$ cat src/sv/itp_pkg.sv
// Shared types, symbol codes and helper functions for the infix to postfix converter.
// No dependencies.

package itp_pkg;

    localparam int unsigned SYM_W = 8;

    localparam logic [SYM_W-1:0] SYM_END   = 8'h00;
    localparam logic [SYM_W-1:0] SYM_POW   = 8'h5E;
    localparam logic [SYM_W-1:0] SYM_MUL   = 8'h2A;
    localparam logic [SYM_W-1:0] SYM_DIV   = 8'h2F;
    localparam logic [SYM_W-1:0] SYM_ADD   = 8'h2B;
    localparam logic [SYM_W-1:0] SYM_SUB   = 8'h2D;
    localparam logic [SYM_W-1:0] SYM_OPEN  = 8'h28;
    localparam logic [SYM_W-1:0] SYM_CLOSE = 8'h29;
    localparam logic [SYM_W-1:0] SYM_UC_A  = 8'h41;
    localparam logic [SYM_W-1:0] SYM_UC_Z  = 8'h5A;
    localparam logic [SYM_W-1:0] SYM_LC_A  = 8'h61;
    localparam logic [SYM_W-1:0] SYM_LC_Z  = 8'h7A;

    typedef enum logic [2:0] {
        ST_OK       = 3'd0,
        ST_INVALID  = 3'd1,
        ST_OVERFLOW = 3'd2,
        ST_CLOSE    = 3'd3,
        ST_OPEN     = 3'd4
    } t_status;

    typedef struct packed {
        logic [SYM_W-1:0] sym;
        t_status          status;
        logic             last;
    } t_emit;

    // 0 for anything that is not an operator
    function automatic logic [1:0] rank_of(input logic [SYM_W-1:0] c);
        logic [1:0] r;
        r = 2'd0;
        if (c == SYM_POW) begin
            r = 2'd3;
        end else if (c == SYM_MUL || c == SYM_DIV) begin
            r = 2'd2;
        end else if (c == SYM_ADD || c == SYM_SUB) begin
            r = 2'd1;
        end
        return r;
    endfunction

    function automatic logic is_letter(input logic [SYM_W-1:0] c);
        return (c >= SYM_UC_A && c <= SYM_UC_Z) || (c >= SYM_LC_A && c <= SYM_LC_Z);
    endfunction

endpackage

$ cat src/sv/itp_stack_ram.sv
// Operator stack storage: one write port, one read port, registered read data.
// Depends on itp_pkg for the symbol width.

module itp_stack_ram #(
    parameter int unsigned DEPTH = 32,
    parameter int unsigned AW    = 5
) (
    input  logic                     i_clk,
    input  logic                     i_we,
    input  logic [AW-1:0]            i_waddr,
    input  logic [itp_pkg::SYM_W-1:0] i_wdata,
    input  logic [AW-1:0]            i_raddr,
    output logic [itp_pkg::SYM_W-1:0] o_rdata
);
    import itp_pkg::*;

    logic [SYM_W-1:0] r_mem [DEPTH];
    logic [SYM_W-1:0] r_rdata;

    always_ff @(posedge i_clk) begin
        if (i_we) begin
            r_mem[i_waddr] <= i_wdata;
        end
        r_rdata <= r_mem[i_raddr];
    end

    assign o_rdata = r_rdata;

endmodule

$ cat src/sv/itp_seq.sv
// Shunting-yard sequencer: takes one symbol, then pops/pushes the stack one entry a cycle
// while the output is free. Depends on itp_pkg; drives the ports of itp_stack_ram.

module itp_seq #(
    parameter int unsigned DEPTH = 32,
    parameter int unsigned AW    = 5,
    parameter int unsigned CW    = 6
) (
    input  logic                      i_clk,
    input  logic                      i_rst_n,
    input  logic                      i_in_valid,
    output logic                      o_in_stall,
    input  logic [itp_pkg::SYM_W-1:0] i_symbol,
    input  logic                      i_out_free,
    output logic                      o_emit_valid,
    output itp_pkg::t_emit            o_emit,
    output logic                      o_we,
    output logic [AW-1:0]             o_waddr,
    output logic [itp_pkg::SYM_W-1:0] o_wdata,
    output logic [AW-1:0]             o_raddr,
    input  logic [itp_pkg::SYM_W-1:0] i_rdata
);
    import itp_pkg::*;

    typedef enum logic {
        S_IDLE,
        S_WORK
    } t_state;

    t_state           r_state, n_state;
    logic [SYM_W-1:0] r_sym, n_sym;
    logic [CW-1:0]    r_count, n_count;
    logic [SYM_W-1:0] r_top, n_top;    // copy of the top entry, valid while r_count != 0

    logic          emit_v;
    t_emit         emit;
    logic          we;
    logic [AW-1:0] waddr;
    logic          go;
    logic          full;
    logic          has_below;          // i_rdata holds the entry under the top
    logic [1:0]    sym_rank;
    logic          top_pops;
    logic          below_pops;
    logic [CW-1:0] count_m1;
    logic [CW-1:0] count_m2;

    assign full       = (r_count == CW'(DEPTH));
    assign has_below  = (r_count >= CW'(2));
    assign sym_rank   = rank_of(r_sym);
    assign top_pops   = (rank_of(r_top) != 2'd0) && (rank_of(r_top) >= sym_rank);
    assign below_pops = (rank_of(i_rdata) != 2'd0) && (rank_of(i_rdata) >= sym_rank);
    assign count_m1   = r_count - CW'(1);

    always_comb begin
        n_state = r_state;
        n_sym   = r_sym;
        n_count = r_count;
        n_top   = r_top;
        emit_v  = 1'b0;
        emit    = '{sym: SYM_END, status: ST_OK, last: 1'b1};
        we      = 1'b0;
        waddr   = r_count[AW-1:0];

        unique case (r_state)
            S_IDLE: begin
                if (i_in_valid) begin
                    n_sym   = i_symbol;
                    n_state = S_WORK;
                end
            end
            S_WORK: begin
                n_state = S_IDLE;
                if (r_sym == SYM_END) begin
                    if (r_count != '0) begin
                        emit_v      = 1'b1;
                        emit.sym    = (r_top == SYM_OPEN) ? SYM_END : r_top;
                        emit.status = (r_top == SYM_OPEN) ? ST_OPEN : ST_OK;
                        emit.last   = (r_count == CW'(1));
                        n_count     = count_m1;
                        n_top       = i_rdata;
                        if (r_count != CW'(1)) begin
                            n_state = S_WORK;
                        end
                    end else begin
                        emit_v = 1'b1;
                    end
                end else if (is_letter(r_sym)) begin
                    emit_v   = 1'b1;
                    emit.sym = r_sym;
                end else if (r_sym == SYM_CLOSE) begin
                    if (r_count == '0) begin
                        emit_v      = 1'b1;
                        emit.status = ST_CLOSE;
                    end else if (r_top == SYM_OPEN) begin
                        n_count = count_m1;
                        n_top   = i_rdata;
                    end else begin
                        emit_v    = 1'b1;
                        emit.sym  = r_top;
                        emit.last = has_below && (i_rdata == SYM_OPEN);
                        n_count   = count_m1;
                        n_top     = i_rdata;
                        n_state   = S_WORK;
                    end
                end else if (r_sym == SYM_OPEN || sym_rank != 2'd0) begin
                    if (sym_rank != 2'd0 && r_count != '0 && top_pops) begin
                        emit_v    = 1'b1;
                        emit.sym  = r_top;
                        emit.last = !(has_below && below_pops);
                        if (emit.last) begin
                            // pop and push in one go: the new operator replaces the top
                            we    = 1'b1;
                            waddr = count_m1[AW-1:0];
                            n_top = r_sym;
                        end else begin
                            n_count = count_m1;
                            n_top   = i_rdata;
                            n_state = S_WORK;
                        end
                    end else if (full) begin
                        emit_v      = 1'b1;
                        emit.status = ST_OVERFLOW;
                    end else begin
                        we      = 1'b1;
                        n_count = r_count + CW'(1);
                        n_top   = r_sym;
                    end
                end else begin
                    emit_v      = 1'b1;
                    emit.status = ST_INVALID;
                end
            end
            default: begin
                n_state = S_IDLE;
            end
        endcase

        // hold everything while a result cannot leave
        go = !emit_v || i_out_free;
        if (!go) begin
            n_state = r_state;
            n_count = r_count;
            n_top   = r_top;
            we      = 1'b0;
        end
    end

    // Read the entry under the next top; write goes to n_count-1, never the same address.
    assign count_m2 = n_count - CW'(2);
    assign o_raddr  = (n_count >= CW'(2)) ? count_m2[AW-1:0] : '0;

    assign o_we         = we;
    assign o_waddr      = waddr;
    assign o_wdata      = r_sym;
    assign o_emit_valid = emit_v && go;
    assign o_emit       = emit;
    assign o_in_stall   = (r_state != S_IDLE);

    always_ff @(posedge i_clk) begin
        if (!i_rst_n) begin
            r_state <= S_IDLE;
            r_count <= '0;
        end else begin
            r_state <= n_state;
            r_count <= n_count;
        end
        r_sym <= n_sym;
        r_top <= n_top;
    end

endmodule

$ cat src/sv/infix_to_postfix_converter_top.sv
// Infix to postfix converter: one input symbol a beat, postfix symbols and status out.
// An input symbol is registered, then handled in the work state; results go to the output register.
// A new symbol is taken only while the sequencer is idle; the stack is popped one entry a cycle
// while the output is free, and output stalls hold the sequencer.
// Reset empties the stack and drops any pending output beat; stack memory is not cleared.
// Depends on itp_pkg, itp_stack_ram, itp_seq.

module infix_to_postfix_converter_top #(
    parameter int unsigned STACK_DEPTH = 32
) (
    input  logic                      i_clk,
    input  logic                      i_rst_n,
    input  logic                      i_in_valid,
    output logic                      o_in_stall,
    input  logic [itp_pkg::SYM_W-1:0] i_symbol,
    output logic                      o_out_valid,
    input  logic                      i_out_stall,
    output logic [itp_pkg::SYM_W-1:0] o_out_symbol,
    output logic [2:0]                o_status,
    output logic                      o_last
);
    import itp_pkg::*;

    localparam int unsigned AW = $clog2(STACK_DEPTH);
    localparam int unsigned CW = $clog2(STACK_DEPTH + 1);

    logic             emit_valid;
    t_emit            emit;
    logic             out_free;
    logic             we;
    logic [AW-1:0]    waddr;
    logic [SYM_W-1:0] wdata;
    logic [AW-1:0]    raddr;
    logic [SYM_W-1:0] rdata;

    logic  r_out_valid;
    t_emit r_out;

    itp_stack_ram #(
        .DEPTH (STACK_DEPTH),
        .AW    (AW)
    ) u_ram (
        .i_clk   (i_clk),
        .i_we    (we),
        .i_waddr (waddr),
        .i_wdata (wdata),
        .i_raddr (raddr),
        .o_rdata (rdata)
    );

    itp_seq #(
        .DEPTH (STACK_DEPTH),
        .AW    (AW),
        .CW    (CW)
    ) u_seq (
        .i_clk        (i_clk),
        .i_rst_n      (i_rst_n),
        .i_in_valid   (i_in_valid),
        .o_in_stall   (o_in_stall),
        .i_symbol     (i_symbol),
        .i_out_free   (out_free),
        .o_emit_valid (emit_valid),
        .o_emit       (emit),
        .o_we         (we),
        .o_waddr      (waddr),
        .o_wdata      (wdata),
        .o_raddr      (raddr),
        .i_rdata      (rdata)
    );

    // output register: holds a result beat until the consumer takes it
    assign out_free = !r_out_valid || !i_out_stall;

    always_ff @(posedge i_clk) begin
        if (!i_rst_n) begin
            r_out_valid <= 1'b0;
        end else if (emit_valid) begin
            r_out_valid <= 1'b1;
        end else if (!i_out_stall) begin
            r_out_valid <= 1'b0;
        end
        if (emit_valid) begin
            r_out <= emit;
        end
    end

    assign o_out_valid  = r_out_valid;
    assign o_out_symbol = r_out.sym;
    assign o_status     = r_out.status;
    assign o_last       = r_out.last;

endmodule

$ cat config.mk
export PLATFORM = sky130hd
export DESIGN_NAME = infix_to_postfix_converter_top
export DESIGN_NICKNAME = d
export VERILOG_FILES = /design/src/sv/itp_pkg.sv /design/src/sv/itp_stack_ram.sv /design/src/sv/itp_seq.sv /design/src/sv/infix_to_postfix_converter_top.sv
export SDC_FILE = /design/constraint.sdc
export NUM_CORES = 1
export LEC_CHECK = 0
export CAP_MARGIN = 40
export CORE_MARGIN = 2
export CORE_UTILIZATION = 55
export CTS_CLUSTER_SIZE = 8
export DETAILED_ROUTE_END_ITERATION = 12
export DONT_BUFFER_PORTS = 1
export GPL_ROUTABILITY_DRIVEN = 1
export GPL_TIMING_DRIVEN = 0
export PLACE_DENSITY = 0.7
export SYNTH_ARGS = -nofsm -noshare
export SYNTH_HDL_FRONTEND = slang
export SYNTH_SLANG_ARGS = --single-unit
export TNS_END_PERCENT = 30
$ cat constraint.sdc
create_clock -name i_clk -period 7.15 [get_ports i_clk]
set_clock_uncertainty 0.15 [all_clocks]
set_input_delay 0 -clock i_clk [delete_from_list [all_inputs] [get_ports i_clk]]
set_output_delay 0 -clock i_clk [all_outputs]
set_load 0.005 [all_outputs]
; ---- Word-level counts from Yosys, hierarchy flattened
; Memories as Yosys holds them, arrays and structs flattened. A register that Yosys moved wholly into a read port is not among the register bits.
; Cells that the tools add are included.
[word_totals]
reg_bits = 36
ram_bits = 256
inputBits = 12
out_inout_bits = 14
mem_count = 1
[memory_table]
columns = name, depth, width, read_ports, rd_clocked_by_memory_dff, wr, line
row1 = u_ram.r_mem, 32, 8, 1, 1, 1, itp_stack_ram.sv:17  ; logic [SYM_W-1:0] r_mem [DEPTH];
[op_classes]
n_addsub = 3
order_cmp = 8
n_eq_ne = 27
mux = 88
bitwise = 1
n_reduce_logical = 32
[op_table]
columns = op, count
row1 = $eq A8 B6 Y1 const B, 16
row2 = $mux W8, 14
row3 = $mux W6, 11
row4 = $mux W5, 8
row5 = $mux W1, 39
row6 = $mux W12, 3
row7 = $eq A8 B7 Y1 const B, 3
row8 = $ge A8 B7 Y1 const B, 2
row9 = $le A8 B7 Y1 const B, 2
row10 = $mux W2, 8
row11 = $ge A6 B2 Y1 const B, 2
row12 = $logic_or A1 B1 Y1, 10
row13 = $logic_and A1 B1 Y1, 9
row14 = $mux W3, 3
row15 = $logic_not A8 Y1, 1
row16 = $reduce_and A7 Y1, 1
row17 = $add A6 B1 Y6 const B, 1
row18 = $eq A6 B1 Y1 const B, 1
row19 = $eq A6 B6 Y1 const B, 1
row20 = $logic_not A6 Y1, 1
row21 = $ne A6 B1 Y1 const B, 1
row22 = $reduce_bool A2 Y1, 3
row23 = $reduce_bool A6 Y1, 1
row24 = $sub A6 B1 Y6 const B, 1
row25 = other kinds (12), 17

; ---- Depth between registers and ports, before layout
[depth]
depth_word = 19
ltp_mapped = 25
depth_no_buf = 21

; ---- Hierarchy
; From an unflattened synthesis, not the netlist that was laid out.
[unflattened]
hier_cells = 725
hier_area_um2 = 12937.4
[by_module_without_submodules]
columns = mod, n_inst, cells_per_inst, area_each_um2
row1 = itp_stack_ram, 1, 417, 10053.4
row2 = itp_seq, 1, 292, 2488.6
row3 = infix_to_postfix_converter_top, 1, 16, 395.4

; ---- Worst setup path before layout
; No wires, ideal clock.
[synth_timing]
path_kind = flip-flop to flip-flop
from = reg u_seq.r_sym[2], in the netlist u_seq.o_wdata[2]
to = reg u_ram.r_rdata[5], in the netlist u_ram.o_rdata[5] (read register of u_ram.r_mem)
arrival_time_ns = 5.610
path_slack_ns = 1.270
path_stages_with_launch = 24
cell_sequence = edfxtp_1 buf_2 nand2_1 or4_1 nand2_1 ha_1 nor3b_1 nor3_1 a21o_2 a21o_1 buf_4 a311o_2 nand2_2 inv_2 buf_2 clkbuf_1 ha_1 clkbuf_1 clkbuf_1 clkbuf_1 o211a_1 o21ai_0 a32oi_1 a21oi_2
[synth_between]
elab_chain_len = 19
elab_cells_between_ends = 48
classes_between = 1 x add/sub / 7 x order compare / 7 x eq/ne / 18 x mux / 15 x reduce/logical
[synth_lines]
columns = element, line
row1 = "start, declared", itp_seq.sv:31  ; logic [SYM_W-1:0] r_sym, n_sym;
row2 = "start signal, assigned", itp_seq.sv:168  ; r_sym <= n_sym;
row3 = $eq A8 B6 Y1, itp_pkg.sv:43  ; end else if (c == SYM_ADD || c == SYM_SUB) begin
row4 = $logic_or A1 B1 Y1, itp_pkg.sv:43
row5 = $mux W1, itp_pkg.sv:43
row6 = $mux W2, itp_pkg.sv:41  ; end else if (c == SYM_MUL || c == SYM_DIV) begin
row7 = $mux W2, itp_pkg.sv:39  ; if (c == SYM_POW) begin
row8 = $ge A2 B2 Y1 or $reduce_bool A2 Y1 (tied branches), "itp_seq.sv:51, itp_seq.sv:106, itp_seq.sv:107"
row9 = "$logic_and A1 B1 Y1, on equally long branches", "itp_seq.sv:51, itp_seq.sv:107"
row10 = $logic_and A1 B1 Y1, itp_seq.sv:107  ; if (sym_rank != 2'd0 && r_count != '0 && top_pops) begin
row11 = [... 3 more ...], --
row12 = $mux W1, itp_seq.sv:88  ; end else if (is_letter(r_sym)) begin
row13 = $mux W1, itp_seq.sv:74  ; if (r_sym == SYM_END) begin
row14 = $mux W1, itp_seq.sv:65  ; unique case (r_state)
row15 = $logic_not A1 Y1, itp_seq.sv:140  ; go = !emit_v || i_out_free;
row16 = $logic_or A1 B1 Y1, itp_seq.sv:140
row17 = $mux W6 (*), itp_seq.sv:141  ; if (!go) begin
row18 = $sub A5 B2 Y5 or $ge A6 B2 Y1 (tied branches), "itp_seq.sv:150, itp_seq.sv:151"
row19 = $mux W5 (*), itp_seq.sv:151  ; assign o_raddr = (n_count >= CW'(2)) ? count_m2[AW-1:0] : '0;
row20 = "end, declared", itp_stack_ram.sv:18  ; logic [SYM_W-1:0] r_rdata;
; Every way passes the cells marked *; elsewhere a longest branch is shown, timed or not.
; A chain may end at the register's enable or synchronous reset.

; ---- Worst setup path after layout
[layout_timing]
from = reg u_seq.r_sym[4], in the netlist u_seq.o_wdata[4]
to = reg u_ram.r_rdata[3], in the netlist u_ram.o_rdata[3] (read register of u_ram.r_mem)
; Same word-level chain as after synthesis.

==> metrics.log <==
[metrics] run status: finished clean
[metrics] dominant cell type by area after synthesis: sky130_fd_sc_hd__edfxtp_1
[metrics] RePlAce Congestion: around 0.95
[metrics] top library cells by usage in the layout, fill and taps aside: sky130_fd_sc_hd__edfxtp_1, sky130_fd_sc_hd__nand2_1, sky130_fd_sc_hd__nand3_1
[metrics] number of buffers on the longest clock path: 3
[metrics] final instance area: between 15000 and 20000 um^2
[metrics] Hold Worst Slack: approximately 0.22 ns
[metrics] core region area: 25000 um^2
[metrics] number of iterations in the first detailed-routing pass: 7
[metrics] fraction of post-synthesis cell area in the top cell type by area: ~60%
[metrics] I/O pin total: 26
[metrics] synthesized instance count: 1077
[metrics] detailed placer's ending HPWL: ~26000 um
[metrics] total congestion overflow after global routing: 0
[metrics] core utilization of the finished layout: between 60% and 70%
[metrics] leading cell type in the layout, fill and taps excluded: sky130_fd_sc_hd__edfxtp_1
[metrics] power per cell area: about 260 nW/um^2
[metrics] required time at the endpoint of the critical path: about 7.4 ns
[metrics] wire length of the first global-routing pass: 56800 um
[metrics] relative max-transition margin: between 30 and 40%
[metrics] Main synth FF type: sky130_fd_sc_hd__edfxtp_1
[metrics] Yosys reg bits: 300
[metrics] Clock Sink Count: 300
[metrics] number of max-slew violations in the final report: 0
[metrics] Max Fclk: approximately 0.15 GHz
[metrics] routed length per placed instance: ~25 um
[metrics] classification of the worst setup path: reg2reg
[metrics] number of hold violations in the final report: 0
[metrics] effective utilization at floorplan: about 56%
[metrics] Finish-stage setup viols: 0
[metrics] maximum level of the CTS H-tree: 2
[metrics] y dimension of the die: around 160 um
[metrics] Via Count: about 9900
[metrics] cell area after synthesis: between 10000 and 15000 um^2
[metrics] synthesis-to-layout area growth: 16.1%
[metrics] number of I/O port buffers: 0
[metrics] setup repair after global routing missed its margin: false
[metrics] cell types occupying the most area after synthesis: sky130_fd_sc_hd__edfxtp_1, sky130_fd_sc_hd__nand2_1, sky130_fd_sc_hd__nand3_1
[metrics] DRT iter0 DRCs: approximately 1500
[metrics] cell area reported after detailed placement: 14600 um^2
[metrics] number of DRC violations after detailed routing: 0
[metrics] number of max-capacitance violations reported: 0
[metrics] count of flip-flops with a built-in enable after synthesis: about 280
[metrics] Die X-Extent: between 150 and 200 um
[metrics] clock root buffer: sky130_fd_sc_hd__clkbuf_16
[metrics] number of inserted diodes: 0
[metrics] endpoint class of the critical path: flop
[metrics] initial antenna violation count: 1
[metrics] global-route usage over all layers: between 20% and 30%
[metrics] net total in the final layout: 1189
[metrics] Hold Crit Class: in2reg
[metrics] via count of the first global-routing pass: 9356
[metrics] Fin Setup TNS: 0 ns
[metrics] row cnt: 58
[metrics] Final Critical Period: 6.68 ns
[metrics] number of buffers inserted during clock tree synthesis: 43
[metrics] pin count of the biggest net entering global routing: 23
[metrics] fraction of final layout cells with drive strength greater than 1: 15.3%
[metrics] drt via density: approximately 6.5
[metrics] leakage: roughly 5.5 nW
[metrics] Post-Place Worst Slack: -0.805 ns
[metrics] number of antenna-violating nets in the routed design: 0
[metrics] Total Die Area: about 26000 um^2
[metrics] average size of a mapped cell: between 10 and 15 um^2
[metrics] total wire length: roughly 38000 um
[metrics] transition at the pin with the smallest max-transition slack: around 0.9 ns
[metrics] clock insertion delay at the later pin of the skew report: approximately 0.54 ns
[metrics] share of flip-flops with an asynchronous set or reset after synthesis: 0%
[metrics] clock-pin slew on the worst setup and hold paths: 0.05 ns
[metrics] synth warn: 0
[metrics] post-synthesis net count: 1098
[metrics] TritonCTS clock tree: built
[metrics] top fanout value on the critical path: 19
[metrics] ratio of final minimum period to clock period: between 90 and 100%
[metrics] PnR worst setup slack: between 0.4 and 0.5 ns
[metrics] launching element type of the critical path: flop
[metrics] Peak supply drop: ~0.21 mV
[metrics] Yosys cell types: between 80 and 90
[metrics] data arrival time at the worst-slack endpoint: 6.91 ns
[metrics] sequential cell area fraction in the yosys report: 63.8%
==> where the power goes <==
part,leakage (nW),switching (mW),internal (mW)
sequential,2.69,0.0172,1.94
clock,0.583,0.718,1.13
combinational,2.22,0.199,0.106
==> worst max-delay path, cell delays in order (launching register included) <==
cell	delay [ns]
sky130_fd_sc_hd__edfxtp_1	0.52
sky130_fd_sc_hd__buf_16	0.22
sky130_fd_sc_hd__or3_4	0.41
sky130_fd_sc_hd__nor2_1	0.16
sky130_fd_sc_hd__a31oi_1	0.14
sky130_fd_sc_hd__ha_1	0.30
sky130_fd_sc_hd__o21ai_0	0.11
sky130_fd_sc_hd__nor2_1	0.16
sky130_fd_sc_hd__o211a_1	0.19
sky130_fd_sc_hd__nand2_1	0.18
sky130_fd_sc_hd__or4b_1	0.54
sky130_fd_sc_hd__a311o_2	0.41
sky130_fd_sc_hd__nand2_2	0.29
sky130_fd_sc_hd__inv_2	0.20
sky130_fd_sc_hd__buf_2	0.32
sky130_fd_sc_hd__ha_1	0.45
sky130_fd_sc_hd__clkbuf_2	0.36
sky130_fd_sc_hd__clkbuf_2	0.34
sky130_fd_sc_hd__clkbuf_2	0.31
sky130_fd_sc_hd__o211a_1	0.19
sky130_fd_sc_hd__o21ai_0	0.09
sky130_fd_sc_hd__a32oi_1	0.32
sky130_fd_sc_hd__a21oi_1	0.16
==> final cells by class <==
cell class,instances,area (um^2)
buffer,62,333
clock buffer,57,1130
clock inverter,4,85.1
fill,1884,8870
inverter,20,75.1
multi-input combinational,694,4610
sequential,300,8850
tap,330,413
timing repair buffer,47,593
==> cell usage after synthesis, drive strengths merged (15+ instances only) <==
| cell type | number |
|---|---|
| edfxtp | 284 |
| nand2 | 120 |
| nor2 | 80 |
| nand3 | 79 |
| o21ai | 50 |
| a21oi | 37 |
| buf | 35 |
| clkbuf | 28 |
| mux2i | 25 |
| mux2 | 22 |
| nor3 | 22 |
| inv | 19 |
| dfxtp | 16 |
| o2111ai | 16 |
| a32oi | 15 |
| or2 | 15 |
==> what timing repair did <==
item                       CTS  global route
pin swaps                    0             1
setup endpoints to repair    8             8
hold endpoints to repair    36             0
hold buffers                21             0
setup buffers                3             9
resized for setup            3             6
==> path summary, 6_finish.rpt <==
path	end	start	cells past startpoint	slack, ns
setup reg to reg	u_ram.o_rdata[3]$_DFF_P_	u_seq.o_wdata[4]$_DFFE_PP_	22	0.47
hold / removal	u_seq.o_in_stall$_SDFFE_PN0N_	i_rst_n	2	0.22
setup / recovery	u_ram.o_rdata[3]$_DFF_P_	u_seq.o_wdata[4]$_DFFE_PP_	22	0.47
hold reg to reg	u_seq.r_top[7]$_DFFE_PP_	u_ram.o_rdata[7]$_DFF_P_	1	0.41
==> state kept, by name, indices dropped and copies added, names as in the netlist <==
name              count
u_ram.r_mem         256
o_status              3
o_last                1
o_out_valid           1
u_seq.o_in_stall      1
o_out_symbol          8
u_ram.o_rdata         8
u_seq.r_top           8
u_seq.o_wdata         8
u_seq.r_count         6
==> per-layer routing <==
| layer | vias to the layer above | wire length, um | track usage (%) |
|---|---|---|---|
| met4 | 0 | 1140 | 9.05 |
| met2 | 596 | 17200 | 44.0 |
| met5 | - | 0 | 0 |
| met1 | 4855 | 15800 | 43.2 |
| met3 | 93 | 3870 | 5.30 |
| li1 | 4369 | - | - |
==> stage by stage <==
step | total power, mW | std cells
final | 4.11 | 1514
after global routing | 4.21 | 1514
after CTS | 4.11 | 1505
after detailed placement | 2.27 | 1421
after global placement | 2.25 | 1407
after floorplan | 2.16 | 1077
==> cell families after synthesis <==
group | share of synthesized area (%)
muxes | 5.41
and+or+nand+nor | 13.3
AOI/OAI and AO/OA | 13.1
xor gates and xnor gates | 0.623
DFF | 63.8
adders and majority gates | 0.813
buffers and inverters | 2.92
(Power assumes the default switching activity.)
